$ cat src/rtl/gdec_pkg.sv
`timescale 1ns / 1ps

package gdec_pkg;

  localparam logic       LAYOUT_GEN5 = 1'b0;
  localparam logic       LAYOUT_GEN4 = 1'b1;

  localparam logic [1:0] STATUS_OK     = 2'd0;
  localparam logic [1:0] STATUS_BAD_ID = 2'd1;
  localparam logic [1:0] STATUS_SHORT  = 2'd2;

  localparam logic [2:0] BATT_EMPTY   = 3'd0;
  localparam logic [2:0] BATT_LOW     = 3'd1;
  localparam logic [2:0] BATT_MEDIUM  = 3'd2;
  localparam logic [2:0] BATT_FULL    = 3'd3;
  localparam logic [2:0] BATT_UNAVAIL = 3'd4;

  localparam logic [7:0] ID_COMMON = 8'h01;
  localparam logic [7:0] ID_GEN5   = 8'h31;
  localparam logic [7:0] ID_GEN4   = 8'h11;

  localparam logic [1:0] BASE_COMMON = 2'd1;
  localparam logic [1:0] BASE_GEN5   = 2'd2;
  localparam logic [1:0] BASE_GEN4   = 2'd3;

  localparam logic [7:0] MIN_LEN_GEN5  = 8'd12;
  localparam logic [7:0] MIN_LEN_GEN4  = 8'd10;
  localparam logic [7:0] LAST_REL_GEN5 = 8'd9;
  localparam logic [7:0] LAST_REL_GEN4 = 8'd8;
  localparam logic [7:0] BATT_REL_GEN5 = 8'd52;
  localparam logic [7:0] BATT_REL_GEN4 = 8'd29;

  localparam logic [15:0] BTN_UP     = 16'h0001;
  localparam logic [15:0] BTN_DOWN   = 16'h0002;
  localparam logic [15:0] BTN_LEFT   = 16'h0004;
  localparam logic [15:0] BTN_RIGHT  = 16'h0008;
  localparam logic [15:0] BTN_START  = 16'h0010;
  localparam logic [15:0] BTN_BACK   = 16'h0020;
  localparam logic [15:0] BTN_LTHUMB = 16'h0040;
  localparam logic [15:0] BTN_RTHUMB = 16'h0080;
  localparam logic [15:0] BTN_LSH    = 16'h0100;
  localparam logic [15:0] BTN_RSH    = 16'h0200;
  localparam logic [15:0] BTN_A      = 16'h1000;
  localparam logic [15:0] BTN_B      = 16'h2000;
  localparam logic [15:0] BTN_X      = 16'h4000;
  localparam logic [15:0] BTN_Y      = 16'h8000;

  typedef struct packed {
    logic [7:0] report_byte;
    logic       last_byte;
  } in_req_t;

  typedef struct packed {
    logic [1:0]         status;
    logic [15:0]        buttons;
    logic [7:0]         left_trigger;
    logic [7:0]         right_trigger;
    logic signed [15:0] left_x;
    logic signed [15:0] left_y;
    logic signed [15:0] right_x;
    logic signed [15:0] right_y;
    logic [2:0]         battery_class;
    logic               charging;
    logic [31:0]        packet_number;
  } out_res_t;

  typedef struct packed {
    logic            done;
    logic [7:0]      len;
    logic [1:0]      base;
    logic            id_valid;
    logic [7:0][7:0] fields;
    logic [7:0]      battery;
  } gdec_frame_t;

  function automatic logic [15:0] hat_bits(input logic [3:0] hat);
    logic [15:0] w;
    begin
      case (hat)
        4'd0:    w = BTN_UP;
        4'd1:    w = BTN_UP | BTN_RIGHT;
        4'd2:    w = BTN_RIGHT;
        4'd3:    w = BTN_RIGHT | BTN_DOWN;
        4'd4:    w = BTN_DOWN;
        4'd5:    w = BTN_DOWN | BTN_LEFT;
        4'd6:    w = BTN_LEFT;
        4'd7:    w = BTN_LEFT | BTN_UP;
        default: w = 16'h0000;
      endcase
      return w;
    end
  endfunction

  function automatic logic [15:0] pack_buttons(input logic [7:0] b1, input logic [7:0] b2);
    logic [15:0] w;
    begin
      w = hat_bits(b1[3:0]);
      if (b1[4]) w = w | BTN_X;
      if (b1[5]) w = w | BTN_A;
      if (b1[6]) w = w | BTN_B;
      if (b1[7]) w = w | BTN_Y;
      if (b2[0]) w = w | BTN_LSH;
      if (b2[1]) w = w | BTN_RSH;
      if (b2[4]) w = w | BTN_BACK;
      if (b2[5]) w = w | BTN_START;
      if (b2[6]) w = w | BTN_LTHUMB;
      if (b2[7]) w = w | BTN_RTHUMB;
      return w;
    end
  endfunction

  function automatic logic [2:0] battery_class_of(input logic [7:0] level_in);
    logic [7:0] level;
    logic [2:0] cls;
    begin
      level = level_in;
      if (level > 8'd10) level = {4'h0, level[3:0]};
      if (level == 8'd0) cls = BATT_EMPTY;
      else if (level <= 8'd2) cls = BATT_LOW;
      else if (level <= 8'd7) cls = BATT_MEDIUM;
      else cls = BATT_FULL;
      return cls;
    end
  endfunction

endpackage

$ cat src/rtl/gdec_capture.sv
`timescale 1ns / 1ps

module gdec_capture #(
  parameter int MAX_REPORT_BYTES = 64
) (
  input  logic                 clk,
  input  logic                 rst_n,
  input  logic                 pad_layout,
  input  logic                 in_fire,
  input  gdec_pkg::in_req_t    in_req,
  output gdec_pkg::gdec_frame_t frame
);

  logic [7:0]      byte_count_r, byte_count_nxt;
  logic [1:0]      base_offset_r, base_offset_nxt;
  logic            id_valid_r, id_valid_nxt;
  logic [7:0][7:0] fields_r, fields_nxt;
  logic [7:0]      battery_r, battery_nxt;
  logic [7:0]      rel;
  logic [7:0]      rel_m1;
  logic [7:0]      batt_rel;
  logic            take;

  assign batt_rel = (pad_layout == gdec_pkg::LAYOUT_GEN4) ? gdec_pkg::BATT_REL_GEN4
                                                          : gdec_pkg::BATT_REL_GEN5;
  assign take   = in_fire && (byte_count_r < 8'(MAX_REPORT_BYTES));
  assign rel    = byte_count_r - {6'd0, base_offset_r};
  assign rel_m1 = rel - 8'd1;

  always_comb begin
    byte_count_nxt  = byte_count_r;
    base_offset_nxt = base_offset_r;
    id_valid_nxt    = id_valid_r;
    fields_nxt      = fields_r;
    battery_nxt     = battery_r;
    if (take) begin
      byte_count_nxt = byte_count_r + 8'd1;
      if (byte_count_r == 8'd0) begin
        id_valid_nxt    = 1'b0;
        base_offset_nxt = 2'd0;
        if (in_req.report_byte == gdec_pkg::ID_COMMON) begin
          id_valid_nxt    = 1'b1;
          base_offset_nxt = gdec_pkg::BASE_COMMON;
        end else if (pad_layout == gdec_pkg::LAYOUT_GEN5 &&
                     in_req.report_byte == gdec_pkg::ID_GEN5) begin
          id_valid_nxt    = 1'b1;
          base_offset_nxt = gdec_pkg::BASE_GEN5;
        end else if (pad_layout == gdec_pkg::LAYOUT_GEN4 &&
                     in_req.report_byte == gdec_pkg::ID_GEN4) begin
          id_valid_nxt    = 1'b1;
          base_offset_nxt = gdec_pkg::BASE_GEN4;
        end
      end else if (id_valid_r && byte_count_r >= {6'd0, base_offset_r}) begin
        if (rel <= 8'd5) begin
          fields_nxt[rel[2:0]] = in_req.report_byte;
        end else if (rel == 8'd7 || rel == 8'd8) begin
          fields_nxt[rel_m1[2:0]] = in_req.report_byte;
        end
        if (rel == batt_rel) begin
          battery_nxt = in_req.report_byte;
        end
      end
    end
  end

  always_comb begin
    frame.done     = in_fire && in_req.last_byte;
    frame.len      = byte_count_nxt;
    frame.base     = base_offset_nxt;
    frame.id_valid = id_valid_nxt;
    frame.fields   = fields_nxt;
    frame.battery  = battery_nxt;
  end

  always_ff @(posedge clk) begin
    if (!rst_n) begin
      byte_count_r  <= 8'd0;
      base_offset_r <= 2'd0;
      id_valid_r    <= 1'b0;
    end else if (frame.done) begin
      byte_count_r  <= 8'd0;
      base_offset_r <= 2'd0;
      id_valid_r    <= 1'b0;
    end else begin
      byte_count_r  <= byte_count_nxt;
      base_offset_r <= base_offset_nxt;
      id_valid_r    <= id_valid_nxt;
    end
  end

  always_ff @(posedge clk) begin
    fields_r  <= fields_nxt;
    battery_r <= battery_nxt;
  end

endmodule

$ cat src/rtl/gdec_format.sv
`timescale 1ns / 1ps

module gdec_format (
  input  logic                  clk,
  input  logic                  rst_n,
  input  logic                  pad_layout,
  input  gdec_pkg::gdec_frame_t frame,
  output logic                  out_valid,
  input  logic                  out_stall,
  output gdec_pkg::out_res_t    out_res
);

  logic [31:0]        packet_counter_r, packet_counter_nxt;
  logic               out_valid_r;
  gdec_pkg::out_res_t out_res_r;
  gdec_pkg::out_res_t res;
  logic [7:0]         min_len;
  logic [7:0]         last_data;
  logic [7:0]         batt_lim;
  logic [1:0]         status;
  logic [7:0]         b1, b2, lt, rt;
  logic [7:0]         level;
  logic               gen4;

  assign gen4      = (pad_layout == gdec_pkg::LAYOUT_GEN4);
  assign min_len   = gen4 ? gdec_pkg::MIN_LEN_GEN4 : gdec_pkg::MIN_LEN_GEN5;
  assign last_data = {6'd0, frame.base} +
                     (gen4 ? gdec_pkg::LAST_REL_GEN4 : gdec_pkg::LAST_REL_GEN5);
  assign batt_lim  = {6'd0, frame.base} +
                     (gen4 ? gdec_pkg::BATT_REL_GEN4 : gdec_pkg::BATT_REL_GEN5);
  assign level     = gen4 ? frame.battery : {4'h0, frame.battery[3:0]};

  always_comb begin
    if (frame.len < min_len) status = gdec_pkg::STATUS_SHORT;
    else if (!frame.id_valid) status = gdec_pkg::STATUS_BAD_ID;
    else if (frame.len <= last_data) status = gdec_pkg::STATUS_SHORT;
    else status = gdec_pkg::STATUS_OK;
  end

  always_comb begin
    if (gen4) begin
      b1 = frame.fields[4];
      b2 = frame.fields[5];
      lt = frame.fields[6];
      rt = frame.fields[7];
    end else begin
      lt = frame.fields[4];
      rt = frame.fields[5];
      b1 = frame.fields[6];
      b2 = frame.fields[7];
    end
  end

  always_comb begin
    packet_counter_nxt = packet_counter_r;
    res                = '0;
    res.status         = status;
    res.battery_class  = gdec_pkg::BATT_UNAVAIL;
    if (status == gdec_pkg::STATUS_OK) begin
      packet_counter_nxt = packet_counter_r + 32'd1;
      res.buttons        = gdec_pkg::pack_buttons(b1, b2);
      res.left_trigger   = lt;
      res.right_trigger  = rt;
      res.left_x         = {frame.fields[0] ^ 8'h80, 8'h00};
      res.left_y         = {~frame.fields[1] ^ 8'h80, 8'h00};
      res.right_x        = {frame.fields[2] ^ 8'h80, 8'h00};
      res.right_y        = {~frame.fields[3] ^ 8'h80, 8'h00};
      if (frame.len > batt_lim) begin
        res.battery_class = gdec_pkg::battery_class_of(level);
        res.charging      = frame.battery[4];
      end
    end
    res.packet_number = packet_counter_nxt;
  end

  always_ff @(posedge clk) begin
    if (!rst_n) begin
      out_valid_r      <= 1'b0;
      packet_counter_r <= 32'd0;
    end else begin
      if (frame.done) begin
        out_valid_r      <= 1'b1;
        packet_counter_r <= packet_counter_nxt;
      end else if (out_valid_r && !out_stall) begin
        out_valid_r <= 1'b0;
      end
    end
  end

  always_ff @(posedge clk) begin
    if (frame.done) begin
      out_res_r <= res;
    end
  end

  assign out_valid = out_valid_r;
  assign out_res   = out_res_r;

endmodule

$ cat src/rtl/gamepad_report_decoder_top.sv
`timescale 1ns / 1ps

// Decodes a gamepad input report that arrives one byte per request on the
// input channel, with last_byte set on the final byte of the report.
// Each request carries one byte; a request with last_byte set produces exactly
// one result request on the output channel, and other bytes produce none.
// The result appears on the output register in the cycle after the final byte
// is accepted, and the block takes one byte every cycle while the output side
// keeps up.
// The input is stalled only while a result sits in the output register and
// the receiver stalls it; that single output register sets the throughput.
// The configuration channel writes the report layout (0 or 1), which must be
// changed only while no report is in progress; it is always ready.
// Reset clears the byte count, the layout, the packet counter and the output
// valid, so the first byte after reset is taken as the report id.
// While the receiver stalls, the result and out_valid hold their values.

module gamepad_report_decoder_top #(
  parameter int MAX_REPORT_BYTES = 64
) (
  input  logic               clk,
  input  logic               rst_n,
  input  logic               in_valid,
  output logic               in_stall,
  input  gdec_pkg::in_req_t  in_req,
  output logic               out_valid,
  input  logic               out_stall,
  output gdec_pkg::out_res_t out_res,
  input  logic               cfg_valid,
  output logic               cfg_ready,
  input  logic               cfg_pad_layout
);

  logic                  pad_layout_r;
  logic                  in_fire;
  gdec_pkg::gdec_frame_t frame;

  assign cfg_ready = 1'b1;
  assign in_stall  = out_valid && out_stall;
  assign in_fire   = in_valid && !in_stall;

  always_ff @(posedge clk) begin
    if (!rst_n) begin
      pad_layout_r <= gdec_pkg::LAYOUT_GEN5;
    end else if (cfg_valid && cfg_ready) begin
      pad_layout_r <= cfg_pad_layout;
    end
  end

  gdec_capture #(
    .MAX_REPORT_BYTES(MAX_REPORT_BYTES)
  ) u_capture (
    .clk       (clk),
    .rst_n     (rst_n),
    .pad_layout(pad_layout_r),
    .in_fire   (in_fire),
    .in_req    (in_req),
    .frame     (frame)
  );

  gdec_format u_format (
    .clk       (clk),
    .rst_n     (rst_n),
    .pad_layout(pad_layout_r),
    .frame     (frame),
    .out_valid (out_valid),
    .out_stall (out_stall),
    .out_res   (out_res)
  );

endmodule

$ cat config.mk
export PLATFORM = sky130hd
export DESIGN_NAME = gamepad_report_decoder_top
export DESIGN_NICKNAME = d
export VERILOG_FILES = /design/src/rtl/gdec_pkg.sv /design/src/rtl/gdec_capture.sv /design/src/rtl/gdec_format.sv /design/src/rtl/gamepad_report_decoder_top.sv
export SDC_FILE = /design/constraint.sdc
export NUM_CORES = 1
export LEC_CHECK = 0
export ABC_CLOCK_PERIOD_IN_PS = 5700
export BUFFER_PORTS_ARGS = -buffer_cell sky130_fd_sc_hd__buf_4
export CORE_MARGIN = 2
export CORE_UTILIZATION = 35
export DETAILED_ROUTE_END_ITERATION = 6
export GPL_TIMING_DRIVEN = 0
export PLACE_DENSITY_LB_ADDON = 0.15
export SLEW_MARGIN = 0
export SYNTH_ARGS = -nofsm -noshare
export SYNTH_HDL_FRONTEND = slang
export SYNTH_SLANG_ARGS = --single-unit
$ cat constraint.sdc
create_clock -name clk -period 5.7 [get_ports clk]
set_clock_uncertainty 0.15 [all_clocks]
set_input_delay 1.71 -clock clk [delete_from_list [all_inputs] [get_ports clk]]
set_output_delay 1.71 -clock clk [all_outputs]
set_load 0.01 [all_outputs]
==> results.py, run 1 <==
metrics = {
    "outcome": {
        "outcome": "completed",
    },
    "synth": {
        "synth_area_per_cell_um2": 10.9,
        "async_reset_ff_share_pct": 0,
        "synthCells": 933,
        "synth_edf_count": 100,
        "synth.distinct_cells": 66,
        "synth_seq_cells": 214,
        "synth_ff_type": "dfxtp_1",
        "yosys_warnings": 0,
        "ys_seq_area_share_pct": 52.0,
        "synth_area_mm2": 0.0102,
    },
    "critical_path": {
        "worst-setup-path-type": "in2reg",
        "cp.required_ns": 5.86,
        "start_kind": "primary input",
        "endpoint_kind": "register",
        "cp_max_fo": 10,
        "arrival_ns": 5.60,
    },
    "detailed_routing": {
        "firstDrtPassIters": 6,
        "num_vias": 7038,
        "wl_um": 23900,
        "initialDrtViolationCount": 368,
        "drtAntennaViolNets": 0,
        "drc_errors": 0,
        "wl_per_cell_um": 15.9,
        "viasPerCell": 4.67,
    },
    "cells_and_area": {
        "layout.nets": 1148,
        "fin_util_pct": 43.5,
        "layout_commonest_cell": "buf_4",
        "synthToLayoutAreaGrowth_pct": 22.5,
        "drive_gt1_share_pct": 25.3,
        "antenna_cells": 0,
        "fillers": 2738,
        "mostFrequentLayoutCells": "150 x buf_4, 114 x dfxtp_1, 106 x nor2_1, 100 x edfxtp_1, 50 x nand2_1",
    },
    "timing": {
        "max_slew_margin_pct": 38.1,
        "grt_setup_unrepaired": "no",
        "fmax_mhz": 184,
        "fin_ws_ns": 0.259,
        "fin_crit_ns": 5.44,
        "tightest_slew_ns": 0.928,
        "setup_violations": 0,
        "finalHoldViolCount": 0,
        "finalMaxSlewViolations": 0,
        "post-route-period-util_pct": 95.4,
    },
    "pwr": {
        "p_seq_share_pct": 48.7,
        "pwr-share-clk_pct": 44.6,
        "swShare_pct": 22.2,
        "power.switching_w": 0.000752,
        "cellLeakagePower_nw": 5.14,
        "combPwrFrac_pct": 6.8,
        "pwr_density_cell_mw_per_mm2": 272,
        "power_w": 0.00338,
        "ir_drop_mv": 0.228,
        "internal_power_w": 0.00263,
    },
    "cts": {
        "numCtsBuffers": 24,
        "cts_tree": "yes",
        "hold_buffers": 0,
        "clk_path_buf_depth": 3,
        "clkTransAtPathRegs_ns": 0.06,
        "clock_sinks": 214,
        "h-tree-depth": 1,
        "root_buffer": "clkbuf_16",
        "worstSkewPairLatency_ns": 0.51,
    },
    "floorplanning": {
        "io_pins": 152,
        "die_h_um": 174,
        "core-area_mm2": 0.0286,
        "rows": 62,
        "die_w_um": 174,
        "die-area_mm2": 0.0304,
        "start_util_pct": 35.5,
    },
    "global_routing": {
        "grt_pass1_wl_um": 37600,
        "antenna_found_initial": 0,
        "overflow": 0,
        "grt_pass1_vias": 6785,
        "grt_max_degree": 110,
        "grtUsageTotal_pct": 15.5,
    },
    "placed_design": {
        "dp_hpwl_um": 16300,
        "place.gp.congestion": 0.801,
        "pre_cts_ws_ns": -1.20,
        "io_buffer_count": 112,
    },
    "run": {
        "drv_cap": 0,
    },
    "hold_path": {
        "hold_class": "reg2reg",
    },
}
[state kept, by name, summed over array words and instances, names as in the netlist]
| signal | cells |
|---|---|
| pad_layout_r | 1 |
| u_capture.base_offset_r | 2 |
| u_capture.battery_r | 5 |
| u_capture.byte_count_r | 8 |
| u_capture.fields_r | 64 |
| u_capture.id_valid_r | 1 |
| u_format.out_res | 100 |
| u_format.out_valid | 1 |
| u_format.packet_counter_r | 32 |
[power by group through the flow]
stage,sequential [W],combinational (W),clock [W]
2_1_floorplan,0.00169,0.000124,0
3_3_place_gp,0.00168,0.000227,0
3_5_place_dp,0.00168,0.000228,0
4_1_cts,0.00165,0.000230,0.00156
5_1_grt,0.00165,0.000251,0.00162
6_report,0.00165,0.000230,0.00151
[metal layers]
layer / up-vias / share of wire, % / global-route usage [%]
li1: 3530 / - / -
met4: 0 / 2.7 / 4.31
met3: 37 / 4.9 / 2.89
met1: 3297 / 49 / 21.6
met2: 174 / 44 / 24.5
met5: - / 0 / 0
[final timing paths]
kind                                              from                      to  slack, ns  depth (start not counted)
worst min register to register  u_capture.fields_r[16]  u_capture.fields_r[16]       0.30                          1
worst max register to register            pad_layout_r   u_format.out_res[110]       1.09                         15
worst max-delay path                         in_req[3]   u_format.out_res[110]       0.26                         17
worst min-delay path            u_capture.fields_r[16]  u_capture.fields_r[16]       0.30                          1
[cell usage after synthesis, drive strengths merged (5+ instances only)]
| cell type | instances | area (µm²) |
|---|---|---|
| nor2b | 15 | 93.8 |
| clkbuf | 37 | 139 |
| dfxtp | 114 | 2280 |
| ha | 26 | 325 |
| inv | 23 | 86.3 |
| nor4 | 11 | 75.1 |
| nand2b | 9 | 56.3 |
| nor2 | 109 | 417 |
| buf | 51 | 342 |
| and2 | 41 | 257 |
| a31oi | 5 | 61.3 |
| nand3 | 28 | 140 |
| and4 | 5 | 43.8 |
| mux2 | 66 | 773 |
| or3 | 5 | 36.3 |
| nand2 | 50 | 188 |
| and3 | 15 | 93.8 |
| xnor2 | 28 | 245 |
| a21oi | 12 | 67.6 |
| a21boi | 6 | 45.1 |
| o21a | 5 | 37.5 |
| nand4 | 12 | 75.1 |
| nor3 | 40 | 270 |
| xor2 | 37 | 324 |
| o21ai | 16 | 83.8 |
| edfxtp | 100 | 3000 |
| mux2i | 17 | 170 |
[layout make-up]
| class | instances | area, µm² | area share [%] |
|---|---|---|---|
| buffer | 87 | 497 | 3.99 |
| multi-input combinational | 640 | 4460 | 35.9 |
| tap | 384 | 480 | 3.86 |
| clock buffer | 34 | 669 | 5.38 |
| sequential | 214 | 5290 | 42.5 |
| timing repair buffer | 115 | 863 | 6.94 |
| inverter | 24 | 90.1 | 0.724 |
| clock inverter | 9 | 96.3 | 0.774 |
[cells by family after synthesis]
| family | synth area share [%] |
|---|---|
| AOI/OAI and AO/OA | 4.96 |
| other | 0.0739 |
| buffers and inverters | 5.62 |
| xor gates and xnor gates | 5.60 |
| adders and majority gates | 3.40 |
| and+or+nand+nor | 19.0 |
| DFF | 52.0 |
| muxes | 9.29 |
[per-stage QoR]
step / cells / cell area, µm² / hold WS [ns] / TNS [ns]
after floorplan: 966 / 10300 / 0.276 / 0
after global placement: 1462 / 11600 / 0.284 / -108.42
after detailed placement: 1462 / 11600 / 0.288 / -111.64
after CTS: 1504 / 12400 / 0.301 / -0.267
after global routing: 1507 / 12400 / 0.310 / 0
final: 1507 / 12400 / 0.299 / 0
[critical path, stage by stage]
cell and delay (ns):
clkbuf_1 0.28, nor4_2 0.34, nand3b_1 0.29, o41ai_4 0.37, ha_1 0.22, ha_1 0.12, inv_1 0.04, ha_1 0.27
nor2b_1 0.12, o21ai_0 0.08, a32oi_1 0.23, nand4b_1 0.17, a21o_2 0.34, buf_2 0.22, buf_2 0.23, clkbuf_4 0.25
nor3_1 0.30
[repair_timing]
action                     CTS  global route
pin swaps                    0             3
resized for setup            5             7
buffers inserted             0             3
setup endpoints to repair  112            98
gates cloned                 0             0
(Power assumes the default switching activity.)
==> inputs of run 2 (changes only) <==
ABC_CLOCK_PERIOD_IN_PS = 6350   (was 5700)
RECOVER_POWER = 100   (was not set)
clock period = 6.35 ns   (was 5.7 ns; I/O delays follow)
==> run 2 against run 1 <==
  * The flow now finishes with violations (max-capacitance violations, max-slew violations)
  * Final area fell by 4.2%
  * Sequential share of layout area rose by 1.9 points
  * Clock power down 11%
  * First-iteration DRC count grew 3.5%
  * Power is 11% lower
  * Core utilization down 1.8 points
  * Via count hardly changed
  * Sequential cell count did not move
  * Global-route usage about the same
  * Critical endpoint is now u_format.out_res[79]
  * Largest power group unchanged
  * Highest routed layer unchanged
==> results.py, run 2 (synthesis gave the netlist of run 1 again) <==
metrics = {
    "outcome": {
        "outcome": "complete, but fails checks",
        "violations": "max-capacitance violations, max-slew violations",
    },
    "floorplanning": {
        "die_h_um": 174,
        "core-area_mm2": 0.0286,
        "die-area_mm2": 0.0304,
        "start_util_pct": 35.5,
        "rows": 62,
        "io_pins": 152,
        "die_w_um": 174,
    },
    "timing": {
        "tightest_slew_ns": 2.99,
        "post-route-period-util_pct": 94.5,
        "fin_ws_ns": 0.352,
        "setup_violations": 0,
        "finalHoldViolCount": 0,
        "fmax_mhz": 167,
        "grt_setup_unrepaired": "no",
        "max_slew_margin_pct": -99.2,
        "finalMaxSlewViolations": 49,
        "fin_crit_ns": 6.00,
        "fin_hold_ws_ns": 0.301,
    },
    "hold_path": {
        "hold_class": "reg2reg",
        "min_from": "u_capture.fields_r[22]",
    },
    "global_routing": {
        "grt_pass1_vias": 6869,
        "grtUsageTotal_pct": 15.5,
        "antenna_found_initial": 0,
        "grt_pass1_wl_um": 37800,
        "overflow": 0,
        "grt_max_degree": 62,
    },
    "pwr": {
        "pwr-share-clk_pct": 44.5,
        "internal_power_w": 0.00232,
        "combPwrFrac_pct": 6.2,
        "pwr_density_cell_mw_per_mm2": 252,
        "cellLeakagePower_nw": 4.76,
        "power.switching_w": 0.000684,
        "p_seq_share_pct": 49.2,
        "ir_drop_mv": 0.168,
        "swShare_pct": 22.8,
    },
    "run": {
        "drv_cap": 1,
    },
    "critical_path": {
        "worst-setup-path-type": "in2reg",
        "r2r-start": "u_capture.byte_count_r[0]",
        "crit_path_start": "in_req[3]",
        "arrival_ns": 6.10,
        "cp_max_fo": 10,
        "cp.required_ns": 6.45,
        "endpoint_kind": "register",
        "start_kind": "primary input",
    },
    "placed_design": {
        "dp_cells": 1463,
        "place.gp.congestion": 0.789,
        "dp_hpwl_um": 16600,
        "io_buffer_count": 112,
        "pre_cts_ws_ns": -0.684,
        "dpl_cell_area_mm2": 0.0116,
    },
    "cts": {
        "cts_tree": "yes",
        "hold_buffers": 0,
        "root_buffer": "clkbuf_16",
        "clkTransAtPathRegs_ns": 0.06,
        "h-tree-depth": 1,
        "worstSkewPairLatency_ns": 0.51,
        "clock_sinks": 214,
        "numCtsBuffers": 24,
        "clk_path_buf_depth": 3,
    },
    "cells_and_area": {
        "antenna_cells": 0,
        "drive_gt1_share_pct": 10.8,
        "mostFrequentLayoutCells": "147 x clkbuf_1, 114 x dfxtp_1, 109 x nor2_1, 100 x edfxtp_1, 53 x mux2_1",
        "fillers": 2886,
        "fin_util_pct": 41.6,
        "fin_area_mm2": 0.0119,
        "layout_commonest_cell": "clkbuf_1",
        "finalNonFillerCells": 1508,
        "synthToLayoutAreaGrowth_pct": 17.3,
        "largest_reg_flops": 100,
        "layout.nets": 1148,
    },
    "detailed_routing": {
        "drc_errors": 0,
        "wl_um": 24200,
        "firstDrtPassIters": 4,
        "drtAntennaViolNets": 0,
        "num_vias": 7043,
        "viasPerCell": 4.67,
        "wl_per_cell_um": 16.0,
        "initialDrtViolationCount": 381,
    },
}
==> run 2: stage by stage <==
step,setup TNS (ns),total power (W)
4_1_cts,0,0.00306
3_5_place_dp,-51.09,0.00171
3_3_place_gp,-244.71,0.00172
6_report,0,0.00300
2_1_floorplan,0,0.00163
5_1_grt,0,0.00311
==> run 2: area by class of cell <==
cell class	instances	area (µm²)	area share (%)
clock inverter	9	83.8	0.703
tap	384	480	4.03
timing repair buffer	115	497	4.17
multi-input combinational	640	4320	36.3
buffer	87	475	3.99
clock buffer	35	682	5.72
sequential	214	5290	44.4
inverter	24	90.1	0.756
==> run 2: worst paths after layout <==
check	to	slack (ns)	cells after the start
worst max-delay path	u_format.out_res[79]	0.35	17
worst min register to register	u_capture.fields_r[22]	0.30	1
worst max register to register	u_format.out_res[116]	1.53	14
worst min-delay path	u_capture.fields_r[22]	0.30	1
==> run 2: power groups by stage <==
stage	registers [W]	logic (W)	clock network, W
after floorplan	0.00152	0.000111	0
after global placement	0.00151	0.000204	0
after detailed placement	0.00151	0.000207	0
after CTS	0.00148	0.000208	0.00138
after global routing	0.00148	0.000207	0.00143
final	0.00148	0.000188	0.00134
==> run 2: worst max-delay path: stages <==
cell and delay, ns:
clkbuf_1 0.30, nor4_1 0.40, nand3b_1 0.29, o41ai_4 0.49, ha_1 0.23, ha_1 0.22
inv_1 0.06, ha_1 0.23, nor2b_1 0.13, o21ai_0 0.15, a32oi_1 0.11, nand4b_1 0.15
a21o_1 0.38, buf_2 0.31, buf_2 0.30, clkbuf_2 0.33, nor2_1 0.11
==> run 2: routing by layer <==
| metal | GRT usage, % | part of all wire [%] |
|---|---|---|
| met1 | 21.1 | 48 |
| met2 | 25.8 | 45 |
| met3 | 2.84 | 5.2 |
| met4 | 3.36 | 1.7 |
| met5 | 0 | 0 |
==> run 2: repair_timing <==
action                                  4_1_cts  5_1_grt
gates resized for setup                       1        4
pin swaps                                     0        1
endpoints found under the setup margin       40       76
setup buffers                                 0        2
==> inputs of run 3 (changes only) <==
CORE_UTILIZATION = 60   (was 35)
==> run 3 against run 2 <==
  * The flow still finishes with violations (max-capacitance violations, max-slew violations)
  * Core utilization up 29 points
  * Critical path depth down 1
  * Register-to-register slack worse by 0.05 ns
  * Power down 3.5%
  * Maximum frequency down 1.1%
  * Highest routed layer unchanged
==> results.py, run 3 (synthesis gave the netlist of run 1 again) <==
metrics = {
    "outcome": {
        "outcome": "complete, but fails checks",
        "violations": "max-capacitance violations, max-slew violations",
    },
    "floorplanning": {
        "die_w_um": 134,
        "rows": 47,
        "die-area_mm2": 0.0180,
        "io_pins": 152,
        "core-area_mm2": 0.0166,
        "start_util_pct": 61.3,
        "die_h_um": 134,
    },
    "placed_design": {
        "dp_cells": 1299,
        "dpl_cell_area_mm2": 0.0114,
        "io_buffer_count": 112,
        "place.gp.congestion": 0.874,
        "dp_hpwl_um": 14900,
    },
    "detailed_routing": {
        "firstDrtPassIters": 5,
        "drc_errors": 0,
        "initialDrtViolationCount": 397,
        "drtAntennaViolNets": 0,
        "viasPerCell": 5.35,
        "num_vias": 7171,
        "wl_per_cell_um": 16.0,
        "wl_um": 21500,
    },
    "global_routing": {
        "antenna_found_initial": 0,
        "grtUsageTotal_pct": 24.0,
        "grt_max_degree": 66,
        "grt_pass1_wl_um": 34800,
        "overflow": 0,
        "grt_pass1_vias": 6854,
    },
    "cts": {
        "clock_sinks": 214,
        "numCtsBuffers": 22,
        "clkTransAtPathRegs_ns": 0.06,
        "h-tree-depth": 1,
        "worstSkewPairLatency_ns": 0.51,
        "root_buffer": "clkbuf_16",
        "hold_buffers": 0,
        "cts_tree": "yes",
        "clk_path_buf_depth": 3,
    },
    "run": {
        "drv_cap": 1,
    },
    "cells_and_area": {
        "fillers": 1386,
        "layout_commonest_cell": "clkbuf_1",
        "layout.nets": 1146,
        "seqCellArea_mm2": 0.00529,
        "drive_gt1_share_pct": 10.3,
        "mostFrequentLayoutCells": "145 x clkbuf_1, 114 x dfxtp_1, 109 x nor2_1, 100 x edfxtp_1, 55 x mux2_1",
        "antenna_cells": 0,
        "multi_input_area_mm2": 0.00432,
        "finalNonFillerCells": 1340,
        "synthToLayoutAreaGrowth_pct": 14.5,
        "fin_area_mm2": 0.0116,
        "largest_reg_flops": 100,
    },
    "timing": {
        "finalMaxSlewViolations": 45,
        "finalHoldViolCount": 0,
        "fin_hold_ws_ns": 0.302,
        "max_slew_margin_pct": -76.9,
        "fin_crit_ns": 6.07,
        "fin_tns_setup_ns": 0,
        "grt_setup_unrepaired": "no",
        "setup_violations": 0,
        "fmax_mhz": 165,
        "post-route-period-util_pct": 95.5,
        "tightest_slew_ns": 2.65,
    },
    "critical_path": {
        "crit_path_start": "in_req[4]",
        "endpoint_kind": "register",
        "r2r-start": "u_capture.byte_count_r[2]",
        "r2r_slack_ns": 1.48,
        "start_kind": "primary input",
        "cp_max_fo": 10,
        "worst-setup-path-type": "in2reg",
        "arrival_ns": 6.25,
        "r2r_cells": 16,
        "critPathCapture": "u_format.out_res[34]",
        "cp.required_ns": 6.54,
        "rr_endpoint": "u_format.out_res[34]",
    },
    "pwr": {
        "pwr_density_cell_mw_per_mm2": 249,
        "power_w": 0.00290,
        "cellLeakagePower_nw": 4.74,
        "ir_drop_mv": 0.215,
    },
    "hold_path": {
        "hold_class": "reg2reg",
    },
}
[run 3: changes by cell type in the layout (fill, tap and decap cells not counted)]
cell	previous run	this run
clkbuf_8	4	0
clkinv_2	3	7
and2_0	29	26
and2_1	12	15
clkbuf_1	147	145
clkbuf_16	24	22
mux2_1	53	55
mux2_2	12	10
bufinv_16	1	2
clkbuf_2	5	4
clkinv_1	3	4
clkinvlp_4	2	1
nor3_1	37	38
nor3_2	3	2
[run 3: how the worst min path moves through the flow]
stage                              to  cells after the start                   start  slack [ns]
4_1_cts        u_capture.fields_r[31]                      1  u_capture.fields_r[31]        0.30
2_1_floorplan   u_capture.fields_r[0]                      1   u_capture.fields_r[0]        0.28
3_5_place_dp   u_capture.fields_r[31]                      1  u_capture.fields_r[31]        0.29
5_1_grt         u_capture.fields_r[0]                      1   u_capture.fields_r[0]        0.31
3_3_place_gp   u_capture.fields_r[31]                      1  u_capture.fields_r[31]        0.28
6_report       u_capture.fields_r[19]                      1  u_capture.fields_r[19]        0.30
[run 3: metal layers]
layer / vias to the layer above / track usage (%) / share of wire [%]
met2: 230 / 40.0 / 48
met5: - / 0 / 0
met3: 32 / 4.04 / 6.0
met1: 3382 / 32.0 / 44
li1: 3527 / - / -
met4: 0 / 8.01 / 2.3
[run 3: where the power goes]
group          total [W]  leakage [nW]  internal (W)  switching, W
logic           0.000184          2.55     0.0000643      0.000120
clock network    0.00124         0.343      0.000720      0.000516
registers        0.00148          1.85       0.00147    0.00000956
[run 3: layout make-up]
type | count | share of cell area (%)
multi-input combinational | 640 | 37.1
inverter | 24 | 0.774
clock inverter | 14 | 1.12
sequential | 214 | 45.4
tap | 220 | 2.37
timing repair buffer | 115 | 4.27
clock buffer | 26 | 4.86
buffer | 87 | 4.08
[run 3: what timing repair did]
action | in CTS | in global routing
setup buffers | 0 | 2
gates resized for setup | 1 | 2
setup endpoints to repair | 29 | 61
pin swaps | 0 | 1
[run 3: metrics by stage]
| stage | utilization, % | setup slack, ns |
|---|---|---|
| after floorplan | - | 0.00718 |
| after global placement | 68.7 | -1.72 |
| after detailed placement | 68.9 | -0.603 |
| after CTS | 73.2 | 0.153 |
| after global routing | 70.2 | 0.0214 |
| final | 70.2 | 0.283 |
[run 3: worst max-delay path, stage by stage]
cell and delay (ns):
clkbuf_1 0.32, nor4_1 0.38, nand3b_1 0.27, o41ai_4 0.47
ha_1 0.22, ha_1 0.12, inv_1 0.05, ha_1 0.28
nor2b_1 0.13, o21ai_0 0.10, a32oi_1 0.24, nand4b_1 0.17
a21oi_1 0.36, clkbuf_1 0.53, o21ai_0 0.44, a31oi_1 0.26
